--- src/design/sltw_pkg.sv ---
// Package for the skeleton world-transform block: payload structs, constants,
// a saturation helper and the sequencer state type. No dependencies.
package sltw_pkg;

   localparam int unsigned MaxJointsDefault = 256;
   localparam logic [15:0] RootMark = 16'hffff;
   localparam logic signed [31:0] OneQ = 32'sd65536;
   localparam logic [8:0] JointCountReset = 9'd256;

   typedef enum logic {
      CMD_ROOT = 1'b0,
      CMD_JOINT = 1'b1
   } command_type;

   typedef struct packed {
      command_type command;
      logic signed [31:0] quat_x;
      logic signed [31:0] quat_y;
      logic signed [31:0] quat_z;
      logic signed [31:0] quat_w;
      logic signed [31:0] pos_x;
      logic signed [31:0] pos_y;
      logic signed [31:0] pos_z;
      logic signed [31:0] scale_x;
      logic signed [31:0] scale_y;
      logic signed [31:0] scale_z;
      logic [15:0] parent_index;
   } req_type;

   typedef struct packed {
      logic signed [31:0] basis_00;
      logic signed [31:0] basis_10;
      logic signed [31:0] basis_20;
      logic signed [31:0] basis_01;
      logic signed [31:0] basis_11;
      logic signed [31:0] basis_21;
      logic signed [31:0] basis_02;
      logic signed [31:0] basis_12;
      logic signed [31:0] basis_22;
      logic signed [31:0] world_tx;
      logic signed [31:0] world_ty;
      logic signed [31:0] world_tz;
   } rsp_type;

   typedef enum logic [3:0] {
      ST_IDLE,
      ST_QMUL,
      ST_ROT,
      ST_LOC,
      ST_RD,
      ST_RECIP,
      ST_COMP,
      ST_TRANS,
      ST_MAT,
      ST_WR,
      ST_OUT
   } state_type;

   function automatic logic signed [31:0] sat32(input logic signed [65:0] v);
      if (v > 66'sd2147483647) return 32'sh7fffffff;
      if (v < -66'sd2147483648) return 32'sh80000000;
      return v[31:0];
   endfunction

endpackage

--- src/design/sltw_recip.sv ---
// Iterative restoring divider: 2^32 / s, truncated toward zero, saturated.
// Depends on sltw_pkg.
module sltw_recip
   import sltw_pkg::*;
(
   input  logic clock,
   input  logic reset,
   input  logic start,
   input  logic signed [31:0] divisor,
   output logic done,
   output logic signed [31:0] quotient
);
   logic [32:0] rem_ff, rem_in;
   logic [32:0] quo_ff, quo_in;
   logic [31:0] dvs_ff, dvs_in;
   logic neg_ff, neg_in, zero_ff, zero_in;
   logic [5:0] cnt_ff, cnt_in;
   logic busy_ff, busy_in, done_ff, done_in;
   logic [33:0] trial;

   always_comb begin
      rem_in = rem_ff; quo_in = quo_ff; dvs_in = dvs_ff;
      neg_in = neg_ff; zero_in = zero_ff; cnt_in = cnt_ff;
      busy_in = busy_ff; done_in = 1'b0;
      trial = {rem_ff, quo_ff[32]} - {2'b0, dvs_ff};
      if (start) begin
         dvs_in = divisor[31] ? 32'(-divisor) : divisor;
         neg_in = divisor[31];
         zero_in = (divisor == 32'sd0);
         rem_in = '0;
         quo_in = {1'b1, 32'd0};
         cnt_in = 6'd33;
         busy_in = 1'b1;
      end else if (busy_ff) begin
         if (!trial[33]) begin
            rem_in = trial[32:0];
            quo_in = {quo_ff[31:0], 1'b1};
         end else begin
            rem_in = {rem_ff[31:0], quo_ff[32]};
            quo_in = {quo_ff[31:0], 1'b0};
         end
         cnt_in = cnt_ff - 6'd1;
         if (cnt_ff == 6'd1) begin
            busy_in = 1'b0;
            done_in = 1'b1;
         end
      end
   end

   always_ff @(posedge clock) begin
      rem_ff <= rem_in; quo_ff <= quo_in; dvs_ff <= dvs_in;
      neg_ff <= neg_in; zero_ff <= zero_in; cnt_ff <= cnt_in;
      if (reset) begin
         busy_ff <= 1'b0; done_ff <= 1'b0;
      end else begin
         busy_ff <= busy_in; done_ff <= done_in;
      end
   end

   always_comb begin
      logic signed [34:0] sq;
      sq = neg_ff ? -$signed({2'b0, quo_ff}) : $signed({2'b0, quo_ff});
      if (zero_ff) quotient = 32'sh7fffffff;
      else quotient = sat32(66'(sq));
   end
   assign done = done_ff;
endmodule

--- config.mk ---
export PLATFORM = sky130hd
export DESIGN_NAME = sltw_recip
export DESIGN_NICKNAME = d
export VERILOG_FILES = /design/src/design/sltw_pkg.sv /design/src/design/sltw_recip.sv
export SDC_FILE = /design/constraint.sdc
export NUM_CORES = 1
export LEC_CHECK = 0
export BUFFER_PORTS_ARGS = -buffer_cell sky130_fd_sc_hd__buf_2
export CAP_MARGIN = 20
export CORE_ASPECT_RATIO = 0.7
export CORE_MARGIN = 4
export CORE_UTILIZATION = 55
export CTS_CLUSTER_SIZE = 40
export DETAILED_ROUTE_END_ITERATION = 8
export PLACE_DENSITY = 0.75
export SETUP_SLACK_MARGIN = 0.5
export SKIP_LAST_GASP = 1
export SLEW_MARGIN = 20
export SYNTH_ARGS = -nofsm -noshare
export SYNTH_HDL_FRONTEND = slang
export SYNTH_SLANG_ARGS = --single-unit
--- constraint.sdc ---
create_clock -name clock -period 4.65 [get_ports clock]
set_clock_uncertainty 0.1 [all_clocks]
set_input_delay 0.93 -clock clock [delete_from_list [all_inputs] [get_ports clock]]
set_output_delay 0.93 -clock clock [all_outputs]
set_load 0.03 [all_outputs]
==> out/metrics.yaml <==
status:
  status: "finished, final reports clean"
cts:
  cts.htree.levels: 3
  cts_hold_buffers: 0
  cts.reportedPaths.clkPinSlew_ps: 80
  cts.sinks: 108
  cts_tree: "yes"
  numCtsBuffers: 9
  clk_latency_ps: 350
  clock_path_buffers: 2
  root_buffer: "clkbuf_16"
timing:
  relSlewSlack_pct: 32.0
  rsz0062_at_grt: "true"
  setup_tns_ps: 0
  hold_violations: 0
  tightest_slew_ps: 1020
  maxSlewViolCount: 0
  fmax_mhz: 244
  final-setup-viol-count: 0
  fin_crit_ps: 4090
  fin_crit_sh_pct: 88.0
logic_synthesis:
  ys_seq_area_share_pct: 33.2
  synth_top_area_cell: "dfxtp_1"
  netlist_instances: 890
  ys_types: 66
  ys_warn_count: 0
  synth_edf_count: 34
  synth_nets: 962
  async_reset_ff_share_pct: 0
  avgSynthCellArea_um2: 8.47
  yosys_register_bits: 108
  synth_ff_type: "dfxtp_1"
  synthTopCellsByArea: "dfxtp_1, edfxtp_1, mux2i_1"
  synthesis.area_um2: 7540
  yosysTopAreaCellShare_pct: 19.7
detailed_routing:
  wirelength_um: 17600
  vias: 6547
  drt_iter0_drc: 658
  ant_nets: 0
  avgViaCountPerCell: 5.84
  dr.pass1.iters: 5
  routedWlPerCell_um: 15.7
  drc: 0
layout:
  syn2layout_area_growth_pct: 12.6
  antenna_cells: 0
  drive_gt1_share_pct: 13.9
  instances_no_fill: 1121
  layout_commonest_cell: "nor2_1"
  nNetsFinal: 1003
  final_cell_mix: "nor2_1, dfxtp_1, nand2_1"
setup_path:
  r2r_cells: 12
  path_cells: "or4_4, nor4_2, buf_4, nand4_1, buf_4, a21oi_1, a21oi_2, o221a_4, o21ai_0, buf_4"
  endpoint_kind: "output pin"
  cp-start-kind: "flop"
  critPathMaxStageDelay_ps: 560
  critPathTopFamily: "simple AND/OR/NAND/NOR gates"
  reg2reg_to: "rem_ff[28]"
  cp.required_ps: 3620
  arrival_ps: 3060
  worstSetupPathType: "reg2out"
  r2r_start: "quo_ff[32]"
  critical_path.most_common_cell: "buf_4"
  crit_fanout: 8
  regToRegSetupSlack_ps: 810
  crit_buf_inv: 3
  slowest_stage: "or4_4"
power:
  p_sw_w: 0.000845
  p_clk_share_pct: 29.5
  pwr-share-comb_pct: 27.9
  p_int_w: 0.00170
  vdd_ir_drop_max_v: 0.000177
  seqPwrFrac_pct: 42.6
  p_per_area_nw_per_um2: 300
  switching_share_pct: 33.2
  p_leak_nw: 3.67
die:
  fp.dieW_um: 148
  coreArea_um2: 13300
  die_area_um2: 15700
  pin_count: 68
  die_y_um: 106
  start_util_pct: 56.8
  row_count: 35
grt:
  antenna_found_initial: 0
  grt_overflow: 0
  grt_pass1_wl_um: 28400
  track_usage_pct: 21.7
  grt_max_degree: 55
  grt_pass1_vias: 5704
min_path:
  min_path_cells: 2
  hp-start: "cnt_ff[1]"
  hp-class: "reg2reg"
  min_to: "cnt_ff[1]"
place:
  io_buffer_count: 67
  dpl.hpwl_um: 12500
  gp_congestion: 0.846
  place_inst: 1098
job:
  cap_violations: 0
==> cell type report <==
type,count,area (um2)
fillers,1115,4780
multi-input cells,685,4770
flip-flops and latches,108,2510
repair buffers,80,509
well taps,185,231
clock buffers,10,229
inverters,47,176
clock inverters,6,62.6
==> what timing repair did <==
item,CTS,global route
setup endpoints to repair,31,31
gates resized for setup,5,50
hold endpoints to repair,0,0
gates cloned,0,3
pin swaps,0,4
setup buffers,3,1
==> per-stage QoR <==
step | instance area, um2 | setup slack [ps] | hold slack (ps) | utilization, % | total power [W]
finish | 8480 | 560 | 400 | 63.9 | 0.00255
CTS | 8310 | 531 | 397 | 62.6 | 0.00253
detailed placement | 7970 | 518 | 384 | 60.1 | 0.00177
global route | 8480 | 460 | 428 | 63.9 | 0.00268
global placement | 7970 | 533 | 383 | 60.1 | 0.00176
floorplan | 7540 | 374 | 364 | - | 0.00161
==> power groups by stage <==
stage / Clock (W) / Sequential, W / Combinational [W]
2_1_floorplan: 0 / 0.00108 / 0.000528
3_3_place_gp: 0 / 0.00110 / 0.000661
3_5_place_dp: 0 / 0.00110 / 0.000672
4_1_cts: 0.000768 / 0.00108 / 0.000679
5_1_grt: 0.000804 / 0.00109 / 0.000784
6_report: 0.000752 / 0.00108 / 0.000711
==> cell families after synthesis <==
logic type | share of synthesized area (%)
buffers and inverters | 4.95
DFF | 33.2
xor gates and xnor gates | 9.88
and+or+nand+nor | 17.3
AOI/OAI and AO/OA | 21.3
adders and majority gates | 6.24
muxes | 7.09
==> cell usage after synthesis, types with 5 or more instances <==
cell,n
edfxtp_1,34
nor3b_1,5
o21ai_1,9
nor3_1,19
o41ai_1,9
nand2_1,55
o21a_1,9
xnor2_1,44
a21oi_1,51
nor2_1,101
o31ai_1,17
and3_1,6
o211ai_1,7
inv_1,47
a211oi_1,22
xor2_1,41
nand4_1,6
nor2b_1,6
nand2b_1,9
nand3_1,10
o21ai_0,58
clkbuf_1,47
or3_1,8
a21o_1,24
o21bai_1,5
nor4_1,5
or4_1,9
ha_1,36
dfxtp_1,74
mux2i_1,50
==> worst max-delay path by stage <==
stage | start | to | slack (ps) | depth (start not counted)
2_1_floorplan | quo_ff[6] | quotient[10] | 370 | 9
3_3_place_gp | divisor[9] | dvs_ff[30] | 530 | 9
3_5_place_dp | divisor[9] | dvs_ff[30] | 520 | 9
4_1_cts | quo_ff[13] | quotient[8] | 530 | 9
5_1_grt | quo_ff[7] | quotient[13] | 460 | 10
6_report | quo_ff[7] | quotient[13] | 560 | 10
==> layer usage <==
metal  wire length [um]  vias to the layer above  GRT usage, %
met4                142                        0          3.16
li1                   -                     3302             -
met2               6790                      206          29.6
met3               1230                       14          4.01
met1               9480                     3025          35.7
met5                  0                        -             0
==> registers in the layout (all words and copies together), names as in the netlist <==
| register | flops |
|---|---|
| busy_ff | 1 |
| cnt_ff | 6 |
| done | 1 |
| dvs_ff | 32 |
| neg_ff | 1 |
| quo_ff | 33 |
| rem_ff | 33 |
| zero_ff | 1 |
==> worst register-to-register path, delay by kind of cell (launching register included) <==
family | cells | cell delay [ps]
flip-flops | 1 | 370
buffers and inverters | 1 | 210
AO/OA/AOI/OAI | 5 | 1630
multiplexers | 1 | 350
AND/OR/NAND/NOR | 3 | 670
adder cells (fa/ha/maj) | 2 | 440
(Power assumes the default switching activity.)
